### src/rtl/wmq_pkg.sv
package wmq_pkg;

  localparam int MAX_ITEMS  = 1024;
  localparam int VALUE_BITS = 16;
  localparam int BLOCK_BITS = 64;
  localparam int OFS_BITS   = 6;

  localparam int ACT_W = 2;
  localparam int VAL_W = 16;
  localparam int POS_W = 11;
  localparam int K_W   = 10;
  localparam int CNT_W = 11;
  localparam int ST_W  = 2;

  typedef enum logic [ACT_W-1:0] {
    ACT_LOAD  = 2'd0,
    ACT_KTH   = 2'd1,
    ACT_COUNT = 2'd2,
    ACT_NONE  = 2'd3
  } action_t;

  typedef enum logic [ST_W-1:0] {
    ST_OK   = 2'd0,
    ST_FULL = 2'd1,
    ST_BAD  = 2'd2
  } status_t;

endpackage

### src/rtl/wmq_rank.sv
module wmq_rank #(
  parameter int ZW = 11
) (
  input  logic [ZW-1:0]                   prefix,
  input  logic [wmq_pkg::BLOCK_BITS-1:0]  block,
  input  logic [wmq_pkg::OFS_BITS-1:0]    ofs,
  output logic [ZW-1:0]                   zeros
);

  localparam int BB = wmq_pkg::BLOCK_BITS;
  localparam int OW = wmq_pkg::OFS_BITS;

  logic [BB-1:0] mask;
  logic [BB-1:0] hit;
  logic [OW:0]   ones;

  // zeros below the offset inside the block, added to the block prefix
  always_comb begin
    mask = (BB'(1) << ofs) - BB'(1);
    hit  = block & mask;
    ones = '0;
    for (int i = 0; i < BB; i++) begin
      ones = ones + (OW + 1)'(hit[i]);
    end
    zeros = prefix + ZW'(ofs) - ZW'(ones);
  end

endmodule

### config.mk
export PLATFORM = sky130hd
export DESIGN_NAME = wmq_rank
export DESIGN_NICKNAME = d
export VERILOG_FILES = /design/src/rtl/wmq_pkg.sv /design/src/rtl/wmq_rank.sv
export SDC_FILE = /design/constraint.sdc
export NUM_CORES = 1
export LEC_CHECK = 0
export ABC_AREA = 1
export ABC_CLOCK_PERIOD_IN_PS = 13500
export BUFFER_PORTS_ARGS = -buffer_cell sky130_fd_sc_hd__buf_2
export CELL_PAD_IN_SITES_DETAIL_PLACEMENT = 1
export CELL_PAD_IN_SITES_GLOBAL_PLACEMENT = 1
export CORE_ASPECT_RATIO = 2
export CORE_UTILIZATION = 35
export DETAILED_ROUTE_END_ITERATION = 8
export PLACE_DENSITY_LB_ADDON = 0.1
export SYNTH_ARGS = -nofsm -noshare
export SYNTH_HDL_FRONTEND = slang
export SYNTH_SLANG_ARGS = --single-unit
### constraint.sdc
create_clock -name vclk -period 13.5
set_clock_uncertainty 0.2 [all_clocks]
set_input_delay 2.7 -clock vclk [all_inputs]
set_output_delay 2.7 -clock vclk [all_outputs]
set_load 0.01 [all_outputs]
==> summary.txt, run 1 <==
Detailed routing
  • 1st-iter DRT viols: 197
  • M1 WL: 9.33 mm
  • Avg Vias per Cell: roughly 5.2
  • Metal3 WL: between 500 and 600 um
  • DR vias: between 7000 and 8000
  • Drt first pass iters: 4
  • Drt wl/cell: approximately 20 um
  • Post-detailed-route count of antenna-violating nets: 0
  • Met2 routed WL: 15.9 mm
  • WL final: approximately 29 mm
  • DRC Markers: 0
  • Top Layer Used: met4

Finish
  • Share of post-route cells with drive strength above 1: between 40% and 50%
  • Area grow syn2layout: 57.1%
  • Most frequent cells in the layout: buf_4, inv_1, nand2_1, buf_2, nor2_1
  • Number of diodes: 0
  • Final #Nets: about 1400
  • Most common cell after layout, fill and taps aside: buf_4
  • Filler cells: roughly 2200
  • Multi-input combinational cell area: about 0.0056 mm^2
  • Number of clock buffers in the layout: 0
  • Fin area: 0.00909 mm^2
  • FF+latch count: 0
  • FF/Latch Area: 0 um^2

Floorplanning
  • Initial Util: 35.8%
  • Die width: 92.9 um
  • Die ar.: around 0.017 mm^2
  • Core ar.: around 0.016 mm^2
  • I/O pin count: ~90
  • Die Span Y: 184 um
  • # rows: 66

Run
  • Max-cap viol count: 0

STA
  • RSZ-0062 raised after global routing: true
  • Crit share post-route: 98.2%
  • Worst rel slew slack: around 66%
  • Hold Fails Final Rpt: 0
  • Slew at the pin closest to its max-slew limit: 501 ps
  • Final count of negative-setup-slack endpoints: 0
  • Max Freq: ~0.075 GHz
  • Fin. max-slew vios: 0
  • Tmin final: between 10000 and 15000 ps

Min path
  • Hold path endpoint: zeros[10]
  • Hold Path Depth: 5
  • Hold_sp: prefix[10]
  • Min-Delay Path Class: in2out

Global routing
  • Antenna violations before repair: 0
  • Vias in the first global route: 7598
  • Largest net degree at the start of global routing: 23
  • Gr ovfl total: 0
  • Global-route wire length before repair: between 40 and 50 mm
  • Global Route Usage Sum: between 30% and 40%

Worst setup path
  • Max Fanout on Critical Path: 7
  • Worst path bufs/invs: 10
  • CP required: approximately 11000 ps
  • Critical path launch point type: primary input
  • Critical path data arrival time: a little over 10000 ps
  • Delay-heaviest family, CP: adder cells
  • Slowest stage delay, CP: roughly 570 ps
  • Endpoint type of the worst setup path: output port
  • Slowest stage cell, crit path: fa_1
  • CP dominant cell by count: fa_1
  • Crit Path Category: in2out

Synthesis
  • Post-Synthesis Cells: 887
  • Yosys cell types: 37
  • Avg Cell Area, Syn: ~6.5 um^2
  • Post-Syn Area: ~0.0058 mm^2
  • Post-Synthesis Net Count: 1107
  • Register area share after synthesis: 0%
  • Synth warnings: 0

Placed design
  • Post-placement cell area: between 0.008 and 0.009 mm^2
  • GP Congestion: 0.987
  • Post-DP HPWL: 24.3 mm
  • Port buffer count: 91

Outcome
  • Status: finished clean
-- stage by stage --
step / utilization [%] / worst slack (ps) / hold WS [ps] / std cells / TNS, ps
after floorplan: - / 452 / 5520 / 887 / 0
after global placement: 49.9 / -349 / 5760 / 1382 / -647
after detailed placement: 49.9 / -481 / 5780 / 1382 / -1110
after CTS: 51.3 / 0.504 / 5780 / 1389 / 0
after global routing: 56.2 / -141 / 5790 / 1408 / -346
final: 56.2 / 237 / 5770 / 1408 / 0
-- area by class of cell --
cell class,count,share of cell area [%]
inverters,178,7.71
multi-input cells,685,61.9
well taps,204,2.81
repair buffers,341,27.6
-- synthesized netlist by cell type (all sizes together) --
master / number / area, um^2
nand2: 189 / 782
inv: 178 / 676
nor2: 163 / 731
ha: 74 / 926
nand3: 71 / 395
fa: 65 / 1300
nand4: 60 / 422
buf: 21 / 164
o21ai: 16 / 80.1
nor3: 13 / 65.1
a21oi: 8 / 40.0
xor2: 6 / 52.6
xnor2: 4 / 35.0
a21boi: 3 / 22.5
and2: 3 / 18.8
clkbuf: 3 / 11.3
nand3b: 3 / 22.5
and3: 2 / 12.5
nor4: 2 / 12.5
conb: 1 / 3.75
nor3b: 1 / 7.51
o21bai: 1 / 7.51
-- routing by layer --
| metal | up-vias | GRT usage (%) |
|---|---|---|
| met3 | 102 | 1.41 |
| li1 | 3440 | - |
| met1 | 3608 | 30.1 |
| met4 | 0 | 19.9 |
| met2 | 193 | 64.3 |
| met5 | - | 0 |
-- cell families (layout without fill, tap and decap cells) --
family | count (synthesis) | after routing | synth area share, %
simple gates | 507 | 507 | 42.6
buf+inv | 202 | 519 | 14.7
fa+ha+maj | 139 | 139 | 38.5
compound gates | 28 | 28 | 2.59
xor+xnor | 10 | 10 | 1.51
other cells | 1 | 1 | 0.0648
-- what timing repair did --
action / in CTS / in global routing
endpoints found under the setup margin: 4 / 4
hold buffers: 0 / 0
pin swaps: 24 / 107
buffers inserted: 7 / 19
gates resized for setup: 59 / 197
-- worst max-delay path by stage --
| stage | from | endpoint | slack [ps] | cells after the start |
|---|---|---|---|---|
| final | ofs[2] | zeros[10] | 240 | 37 |
| after global routing | ofs[1] | zeros[9] | -140 | 37 |
| after CTS | ofs[2] | zeros[9] | 0.5 | 39 |
| after detailed placement | ofs[2] | zeros[9] | -480 | 36 |
| after global placement | ofs[2] | zeros[9] | -350 | 36 |
| after floorplan | ofs[0] | zeros[9] | 450 | 35 |
Power of run 1 is not shown: default switching activity piles up to over one toggle a cycle in this logic, so the estimate is an artifact.
==> inputs of run 2 (changes only) <==
ABC_CLOCK_PERIOD_IN_PS = 11250   (was 13500)
clock period = 11.25 ns   (was 13.5 ns; I/O delays follow)
==> summary.txt, run 2 (same netlist as run 1, synthesis figures left out) <==
Worst setup path
  • Critical path data arrival time: ~9800 ps
  • Endpoint type of the worst setup path: output port
  • Slowest stage cell, crit path: fa_2
  • CP required: just under 9000 ps
  • Slowest stage delay, CP: 580 ps
  • Worst Setup SP: ofs[4]
  • Crit Path Category: in2out
  • Max Fanout on Critical Path: 8
  • Critical path launch point type: primary input
  • Worst Setup EP: zeros[9]

Detailed routing
  • DR vias: 7358
  • Post-detailed-route count of antenna-violating nets: 0
  • Drt wl/cell: roughly 21 um
  • 1st-iter DRT viols: 266
  • Avg Vias per Cell: around 5.2
  • Drt first pass iters: 4
  • WL final: around 29 mm
  • DRC Markers: 0

Finish
  • Filler cells: about 2100
  • Most common cell after layout, fill and taps aside: buf_4
  • Final #Nets: 1442
  • FF/Latch Area: 0 um^2
  • Most frequent cells in the layout: buf_4, inv_1, nand2_1, buf_2, nor2_1
  • Share of post-route cells with drive strength above 1: 51.7%
  • Fin area: roughly 0.0095 mm^2
  • Non-Filler Instances: between 1000 and 1500
  • Number of clock buffers in the layout: 0
  • FF+latch count: 0
  • Layout Utilization: approximately 59%
  • Number of diodes: 0
  • Area grow syn2layout: 64.5%

STA
  • Tmin final: 12240 ps
  • Fin. max-slew vios: 0
  • Crit share post-route: 109%
  • Max Freq: between 0.08 and 0.09 GHz
  • RSZ-0062 raised after global routing: true
  • Setup TNS: -5540 ps
  • Final WS setup: -986 ps
  • Final count of negative-setup-slack endpoints: 8
  • Hold Fails Final Rpt: 0

Placed design
  • Post-DP HPWL: around 24 mm
  • Port buffer count: 91
  • Cell count after placement: between 1000 and 1500
  • Post-placement cell area: 0.00822 mm^2
  • GP Congestion: slightly below 1

Floorplanning
  • Die width: between 90 and 100 um
  • Core ar.: 0.0162 mm^2
  • Initial Util: between 30% and 40%
  • # rows: 66
  • Die Span Y: about 180 um
  • I/O pin count: 92
  • Die ar.: ~0.017 mm^2

Outcome
  • Failing checks: negative setup slack
  • Status: finished, violations left

Clock tree
  • Hold buffer count at CTS: 0

Global routing
  • Global Route Usage Sum: 32.9%
  • Gr ovfl total: 0
  • Largest net degree at the start of global routing: 28
  • Vias in the first global route: 7935
  • Global-route wire length before repair: slightly above 40 mm
  • Antenna violations before repair: 0

Run
  • Max-cap viol count: 0

Min path
  • Min-Delay Path Class: in2out
  • Hold_sp: prefix[10]
## run 2: worst min-delay path by stage
stage                     slack, ps  depth (start not counted)         to
after global routing           4940                          5  zeros[10]
after floorplan                4660                          3   zeros[9]
after CTS                      4900                          5  zeros[10]
final                          4890                          5  zeros[10]
after global placement         4880                          5  zeros[10]
after detailed placement       4900                          5  zeros[10]
## run 2: final cells by class
cell class | count | area, um^2 | share of cell area [%]
repair buffers | 357 | 2690 | 28.2
multi-input cells | 685 | 5870 | 61.7
well taps | 204 | 255 | 2.68
inverters | 178 | 708 | 7.44
## run 2: per-stage QoR
step	hold slack (ps)	setup slack [ps]
finish	4890	-986
global route	4940	-1260
CTS	4900	-1070
detailed placement	4900	-1450
global placement	4880	-1350
floorplan	4660	-355
## run 2: metal layers
metal | part of all wire (%) | GRT usage (%) | up-vias
met5 | 0 | 0 | -
met4 | 9.8 | 21.7 | 0
met3 | 2.9 | 1.53 | 107
met2 | 56 | 66.4 | 221
met1 | 32 | 30.5 | 3563
li1 | - | - | 3467
## run 2: critical path, delay by kind of cell
family / cells / cell delay (ps)
AOI/OAI and AO/OA: 3 / 420
and+or+nand+nor: 9 / 1200
adders and majority gates: 12 / 4840
buffers and inverters: 11 / 910
xor gates and xnor gates: 1 / 150
## run 2: what timing repair did
action / in CTS / in global routing
setup endpoints to repair: 9 / 9
setup buffers: 30 / 20
gates resized for setup: 131 / 129
pin swaps: 80 / 100
hold endpoints to repair: 0 / 0
Power of run 2 is left out for the same reason.
==> inputs of run 3 (changes only) <==
MAX_ROUTING_LAYER = met4   (was default)
==> summary.txt, run 3 (same netlist as run 1, synthesis figures left out) <==
Detailed routing
  • 1st-iter DRT viols: 230
  • DR vias: 7333
  • Post-detailed-route count of antenna-violating nets: 0
  • Avg Vias per Cell: just over 5
  • DRC Markers: 0
  • WL final: between 20 and 30 mm
  • Drt first pass iters: 4
  • Drt wl/cell: ~21 um

Finish
  • FF/Latch Area: 0 um^2
  • Share of post-route cells with drive strength above 1: between 50% and 60%
  • Area grow syn2layout: 65.7%
  • Number of diodes: 0
  • Most common cell after layout, fill and taps aside: buf_4
  • Number of clock buffers in the layout: 0
  • Final #Nets: between 1000 and 1500
  • Non-Filler Instances: between 1000 and 1500
  • Most frequent cells in the layout: buf_4, inv_1, nand2_1, buf_2, nor2_1
  • FF+latch count: 0

Global routing
  • Vias in the first global route: a little over 8000
  • Gr ovfl total: 0
  • Antenna violations before repair: 0
  • Largest net degree at the start of global routing: 19
  • Global-route wire length before repair: around 43 mm
  • Global Route Usage Sum: 35.2%

Clock tree
  • Hold buffer count at CTS: 0

STA
  • Hold Fails Final Rpt: 0
  • Final WS setup: -1000 ps
  • RSZ-0062 raised after global routing: true
  • Crit share post-route: 109%
  • Setup TNS: -5900 ps
  • Max Freq: 0.0816 GHz
  • Final count of negative-setup-slack endpoints: 8
  • Tmin final: approximately 12000 ps
  • Fin. max-slew vios: 0

Worst setup path
  • Slowest stage delay, CP: about 640 ps
  • Crit Path Category: in2out
  • Slowest stage cell, crit path: fa_2
  • Critical path launch point type: primary input
  • Endpoint type of the worst setup path: output port
  • CP required: between 8000 and 9000 ps
  • Max Fanout on Critical Path: 9
  • Critical path data arrival time: ~9800 ps
  • CP dominant cell by count: fa_2

Floorplanning
  • Die width: about 93 um
  • Die Span Y: roughly 180 um
  • Core ar.: 0.0162 mm^2
  • Initial Util: between 30% and 40%
  • I/O pin count: 92
  • # rows: 66
  • Die ar.: about 0.017 mm^2

Placed design
  • Port buffer count: 91
  • Post-DP HPWL: between 20 and 25 mm
  • Cell count after placement: 1368
  • GP Congestion: slightly above 0.9

Outcome
  • Status: finished, violations left
  • Failing checks: negative setup slack

Min path
  • Min-Delay Path Class: in2out

Run
  • Max-cap viol count: 0
==> run 3: cell count changes in the layout (fill, tap and decap cells not counted), moves of 3 or more <==
cell,previous run,this run
ha_4,7,11
nor2_2,52,49
buf_4,240,231
nand3_2,25,21
inv_6,5,2
nand3_1,38,44
inv_2,23,26
o21ai_1,8,4
==> run 3: final timing paths <==
kind | startpoint | end | depth (start not counted)
hold / removal | prefix[10] | zeros[10] | 5
setup / recovery | ofs[2] | zeros[9] | 34
==> run 3: timing repair <==
| action | in CTS | in global routing |
|---|---|---|
| endpoints found under the setup margin | 9 | 9 |
| resized for setup | 181 | 84 |
| setup buffers | 38 | 10 |
| pin swaps | 92 | 63 |
| cloned | 2 | 0 |
==> run 3: stage by stage <==
stage	setup slack [ps]	hold slack [ps]	utilization, %	area (um^2)
6_report	-1000	4890	59.2	9590
5_1_grt	-1240	4930	59.2	9590
4_1_cts	-1000	4900	56.6	9160
3_5_place_dp	-1420	4890	50.5	8180
3_3_place_gp	-1330	4890	50.5	8180
2_1_floorplan	-355	4660	-	6000
==> run 3: final cells by class <==
cell class	instances	area (um^2)
tap	204	255
fill	2097	6600
timing repair buffer	351	2710
inverter	178	706
multi-input combinational	685	5920
==> run 3: layer usage <==
layer / share of wire (%) / up-vias / global-route usage [%]
li1: - / 3461 / -
met1: 32 / 3588 / 31.8
met2: 58 / 190 / 69.2
met3: 2.5 / 94 / 1.53
met4: 8.2 / 0 / 22.5
met5: 0 / - / -
==> run 3: worst max-delay path, delay by kind of cell <==
kind                       cells  cell delay (ps)
adders and majority gates     13             5330
buffers and inverters         10              810
and+or+nand+nor                7              790
AOI/OAI and AO/OA              3              420
xor gates and xnor gates       1              150
Power of run 3 is left out for the same reason.
